$ cat src/rtl/mdds_pkg.sv
// Shared constants, types and character codes for the multichannel DDS step generator.
package mdds_pkg;

    localparam int CHANNELS   = 5;
    localparam int PHASE_BITS = 32;
    localparam int LINE_BYTES = 64;
    localparam int FREQ_BITS  = 16;
    localparam int LEN_BITS   = $clog2(LINE_BYTES);
    localparam int FNUM_BITS  = $clog2(CHANNELS + 1);

    localparam logic [LEN_BITS-1:0] LINE_MAX = LEN_BITS'(LINE_BYTES - 1);

    typedef logic [CHANNELS-1:0]   t_chan_vec;
    typedef logic [PHASE_BITS-1:0] t_phase;
    typedef logic [FREQ_BITS-1:0]  t_freq;

    // increment = freq * 2^32 / 100000 = freq * 42949 + floor(freq * 2103 / 3125)
    localparam logic [15:0] INC_WHOLE    = 16'd42949;
    localparam logic [11:0] INC_FRAC_NUM = 12'd2103;
    localparam int          FRAC_BITS    = 28;
    localparam logic [28:0] INC_RECIP    = 29'd351843721;
    localparam int          INC_SHIFT    = 40;

    localparam t_freq LO_LIMIT_RST = 16'd100;
    localparam t_freq HI_LIMIT_RST = 16'd4000;

    localparam logic CFG_LO_LIMIT = 1'b0;
    localparam logic CFG_HI_LIMIT = 1'b1;

    localparam logic OP_BYTE = 1'b0;
    localparam logic OP_TICK = 1'b1;

    localparam logic [1:0] KIND_NONE  = 2'd0;
    localparam logic [1:0] KIND_STOP  = 2'd1;
    localparam logic [1:0] KIND_FREQ  = 2'd2;
    localparam logic [1:0] KIND_OTHER = 2'd3;

    localparam logic [1:0] FP_BEFORE = 2'd0;
    localparam logic [1:0] FP_DIGITS = 2'd1;
    localparam logic [1:0] FP_DONE   = 2'd2;

    localparam logic [7:0] CHR_NUL   = 8'h00;
    localparam logic [7:0] CHR_TAB   = 8'h09;
    localparam logic [7:0] CHR_NL    = 8'h0A;
    localparam logic [7:0] CHR_VT    = 8'h0B;
    localparam logic [7:0] CHR_FF    = 8'h0C;
    localparam logic [7:0] CHR_CR    = 8'h0D;
    localparam logic [7:0] CHR_SPACE = 8'h20;
    localparam logic [7:0] CHR_PLUS  = 8'h2B;
    localparam logic [7:0] CHR_COMMA = 8'h2C;
    localparam logic [7:0] CHR_MINUS = 8'h2D;
    localparam logic [7:0] CHR_ZERO  = 8'h30;
    localparam logic [7:0] CHR_NINE  = 8'h39;
    localparam logic [7:0] CHR_F     = 8'h46;
    localparam logic [7:0] CHR_S     = 8'h53;

endpackage

$ cat src/rtl/mdds_incr_lane.sv
// Two-stage constant divider that turns one channel frequency into its phase increment.
module mdds_incr_lane
    import mdds_pkg::*;
(
    input  logic   i_clk,
    input  t_freq  i_freq,
    output t_phase o_incr
);

    logic [FRAC_BITS-1:0]             r_frac;
    logic [PHASE_BITS-1:0]            r_whole;
    logic [FRAC_BITS+28:0]            w_prod;
    t_phase                           r_incr;

    assign w_prod = {29'd0, r_frac} * {28'd0, INC_RECIP};

    always_ff @(posedge i_clk) begin
        r_frac  <= FRAC_BITS'(i_freq) * FRAC_BITS'(INC_FRAC_NUM);
        r_whole <= PHASE_BITS'(i_freq) * PHASE_BITS'(INC_WHOLE);
        r_incr  <= r_whole + PHASE_BITS'(w_prod >> INC_SHIFT);
    end

    assign o_incr = r_incr;

endmodule

$ cat config.mk
export PLATFORM = sky130hd
export DESIGN_NAME = mdds_incr_lane
export DESIGN_NICKNAME = d
export VERILOG_FILES = /design/src/rtl/mdds_pkg.sv /design/src/rtl/mdds_incr_lane.sv
export SDC_FILE = /design/constraint.sdc
export NUM_CORES = 1
export LEC_CHECK = 0
export BUFFER_PORTS_ARGS = -buffer_cell sky130_fd_sc_hd__buf_2
export CAP_MARGIN = 25
export CORE_AREA = 2 2 303 155
export CTS_CLUSTER_SIZE = 28
export DETAILED_ROUTE_END_ITERATION = 6
export DIE_AREA = 0 0 305 157
export MAX_ROUTING_LAYER = met4
export PLACE_DENSITY_LB_ADDON = 0.05
export SYNTH_ARGS = -nofsm -noshare
export SYNTH_HDL_FRONTEND = slang
export SYNTH_SLANG_ARGS = --single-unit
export TNS_END_PERCENT = 30
$ cat constraint.sdc
create_clock -name i_clk -period 9.98 [get_ports i_clk]
set_clock_uncertainty 0.15 [all_clocks]
set_input_delay 1.497 -clock i_clk [delete_from_list [all_inputs] [get_ports i_clk]]
set_output_delay 1.497 -clock i_clk [all_outputs]
set_load 0.02 [all_outputs]
# Word-level counts from Yosys, hierarchy flattened
# Index checks and enable logic that the tools add are counted.
# word_totals
ff_bits,92
mem_bits_ro,0
memories,0
latchBits,0
ramBits,0
out_inout_bits,32
elab_cells,7
input_bits,17
# op_classes
muxes,0
n_bitwise,0
n_lt_le_gt_ge,0
addsub,1
eq_ne,0
reduce_logical,0
n_div,0
n_mul,3
shifts,0
# ops
cell,count
$mul A28 B29 Y57 const B,1
$add A32 B17 Y32,1
$mul A16 B16 Y32 const B,1
$mul A16 B12 Y28 const B,1

# Depth between registers and ports, before layout
# depth
ltp_word,2
ltp_mapped,35
ltp_nobuf,35

# Worst setup path after synthesis
# No wires, ideal clock.
# synth_path
kind,register to register
startpoint,register r_frac[10]
endpoint,"register r_incr[24], in the netlist o_incr[24]"
path_stages_with_launch,33
synth_period_minus_slack_ns,7.879
arrival_ns,7.595
path_slack_ns,2.101
t_required_ns,9.696
path_cell_list,dfxtp_1 -> inv_1 -> fa_1 -> fa_1 -> inv_1 -> fa_1 -> inv_1 -> fa_1 -> inv_1 -> fa_1 -> fa_1 -> inv_1 -> fa_1 -> inv_1 -> ha_1 -> and3_1 -> and3_1 -> nand4_1 -> nor4_1 -> and2_1 -> o211ai_1 -> a21oi_1 -> mux2i_1 -> o2111ai_1 -> ha_1 -> nand2_1 -> o21ai_0 -> nor3_1 -> a21oi_1 -> a31oi_1 -> a21o_1 -> nor4_1 -> xor2_1
# synth_via
elab_chain_len,2
# synth_rtl
element,line,text
"start, declared",mdds_incr_lane.sv:10,logic [FRAC_BITS-1:0] r_frac;
"start signal, assigned",mdds_incr_lane.sv:18,r_frac <= FRAC_BITS'(i_freq) * FRAC_BITS'(INC_FRAC_NUM);
$mul A28 B29 Y57,mdds_incr_lane.sv:15,"assign w_prod = {29'd0, r_frac} * {28'd0, INC_RECIP};"
$add A32 B17 Y32,mdds_incr_lane.sv:20,r_incr <= r_whole + PHASE_BITS'(w_prod >> INC_SHIFT);
"end signal, assigned",mdds_incr_lane.sv:20,
"end, declared",mdds_incr_lane.sv:13,t_phase r_incr;
# No other way between the ends.

# Worst setup path after layout
# layout_path
startpoint,register r_frac[8]
endpoint,"register r_incr[25], in the netlist o_incr[25]"
# Same word-level chain as after synthesis.

==> results.sh <==
export IMPL_post_cts_buffers=0
export IMPL_synthCells=2303
export IMPL_end_kind="flip-flop"
export IMPL_dp_hpwl_microns=48500
export IMPL_fin_tns_setup_ps=0
export IMPL_gp_congestion=0.904
export IMPL_finalCriticalPeriod_ps=9230
export IMPL_period_share_pct=92.5
export IMPL_drtPass1Iterations=5
export IMPL_dp_cells=2962
export IMPL_route_detailed_drc=0
export IMPL_ys_seq_area_share_pct=7.96
export IMPL_grt_pass1_vias=16521
export IMPL_hold_viol=0
export IMPL_numCtsBuffers=9
export IMPL_outcome="completed"
export IMPL_root_buffer="clkbuf_16"
export IMPL_dieHeight_microns=157
export IMPL_io_buffers=48
export IMPL_cp_common_cell="fa_1"
export IMPL_clock_sinks=91
export IMPL_ant_nets=0
export IMPL_die_area_sq_um=47900
export IMPL_synth_ff_type="dfxtp_1"
export IMPL_start_util_pct=50.9
export IMPL_critPathLaunchType="flip-flop"
export IMPL_grt_overflow=0
export IMPL_ctsResizeCount=0
export IMPL_die_x_microns=305
export IMPL_cts_clk_slew_worst_paths_ps=80
export IMPL_ys_seq_elements=91
export IMPL_synth_commonest_cells="inv_1, ha_1, fa_1"
export IMPL_rows=55
export IMPL_nets=3339
export IMPL_grt_pass1_wl_microns=91100
export IMPL_worst_pin_slew_ps=899
export IMPL_max_stage_delay_ps=670
export IMPL_syn_to_final_growth_pct=6.07
export IMPL_synthTopCellsByArea="fa_1, ha_1, inv_1"
export IMPL_vias=15071
export IMPL_crit_arrival_ps=9340
export IMPL_antenna_found_initial=2
export IMPL_num_io_pins=49
export IMPL_synth_edf_count=0
export IMPL_slew_headroom_pct=40.0
export IMPL_clk_path_buf_depth=2
export IMPL_grt_max_degree=19
export IMPL_syn_num_nets=3267
export IMPL_drv_slew=0
export IMPL_required_ps=10080
export IMPL_utilization_pct=54.0
export IMPL_grtUsageTotal_pct=25.7
export IMPL_path_class="reg2reg"
export IMPL_cts_hold_buf=0
export IMPL_syn_area_sq_um=22900
export IMPL_finalWirelength_microns=54400
export IMPL_grt_setup_unrepaired="false"
export IMPL_path_max_fanout=9
export IMPL_synthArstFlopShare_pct=0
export IMPL_postSynthAreaPerCell_sq_um=9.93
export IMPL_hold_class="reg2reg"
export IMPL_synthDistinctLibCells=59
export IMPL_yosys_warnings=0
export IMPL_cts_tree="yes"
export IMPL_layout_drive_gt1_share_pct=3.99
export IMPL_viasPerCell=5.06
export IMPL_ctsHtreeMaxLevel=3
export IMPL_wl_per_cell_microns=18.2
export IMPL_critical_path_slowest_cell="dfxtp_1"
export IMPL_coreArea_sq_um=44900
export IMPL_timing_hold_ws_ps=300
export IMPL_synth_largest_area_cell="fa_1"
export IMPL_clk_latency_ps=370
export IMPL_yosysTopAreaCellShare_pct=35.4
export IMPL_stdcell_count=2979
export IMPL_fmax_ghz=0.108
export IMPL_max_cap_violations=0
export IMPL_drt_iter0_markers=673
export IMPL_setup_viol=0
export IMPL_synth_most_common_cell="inv_1"
## worst max-delay path, delay by kind of cell, from the launching register on
family	cells	cell delay, ps
adder cells (fa/ha/maj)	9	4100
buffers and inverters	5	520
AND/OR/NAND/NOR	4	690
flip-flops	1	670
AO/OA/AOI/OAI	10	2540
XOR/XNOR	2	430
## through the flow
step	setup WS, ps	area [sq um]
final	748	24300
after global routing	199	24300
after CTS	704	24300
after detailed placement	750	24000
after global placement	808	24000
after floorplan	2100	22900
## cell type report
cell class,instances,area [sq um]
fillers,4167,20700
multi-input cells,1496,18400
inverters,715,2680
flip-flops and latches,91,1820
well taps,598,748
repair buffers,62,345
clock buffers,9,225
clock inverters,7,71.3
diodes,1,2.50
## layout by cell type, fill, tap and decap left out, types with 11 or more instances in the layout
cell type / n
nand2b_1: 12
inv_1: 715
buf_4: 14
xor2_1: 36
xnor2_1: 58
nor2b_1: 12
a21oi_1: 93
o21bai_1: 16
dfxtp_1: 91
ha_1: 542
buf_2: 48
fa_1: 405
o21ai_0: 43
nand4_1: 14
a31oi_1: 11
a21o_1: 40
nand2_1: 42
nand3_1: 19
nor3_1: 11
nor2_1: 43
## per-layer routing
layer  vias up  track usage, %  wire length (microns)
met1      7410            36.7                  27400
li1       7371               -                      -
met4         0            3.91                    691
met2       248            40.1                  23900
met5         -               -                      0
met3        42            3.15                   2290
## logic make-up (layout without fill, tap and decap cells)
family | count (synthesis) | after routing | synth area share (%)
adders and majority gates | 947 | 947 | 65.1
muxes | 1 | 1 | 0.0438
buffers and inverters | 716 | 793 | 11.7
other | 0 | 1 | 0
xor gates and xnor gates | 94 | 94 | 3.60
DFF | 91 | 91 | 7.96
and+or+nand+nor | 192 | 192 | 4.24
AOI/OAI and AO/OA | 262 | 262 | 7.32
## sequential cells by signal (all words and copies together), names as in the netlist
signal,flops
r_whole,32
r_frac,27
o_incr,32
## worst paths after layout
check	slack [ps]	end	cells after the start	start
max reg2reg	750	o_incr[25]	30	r_frac[8]
min	300	o_incr[31]	1	r_whole[31]
min reg2reg	300	o_incr[31]	1	r_whole[31]
max	750	o_incr[25]	30	r_frac[8]
Power is left out: the tool's default activity adds up to more than one toggle a clock period on the data nets, which glitch-free logic cannot reach.
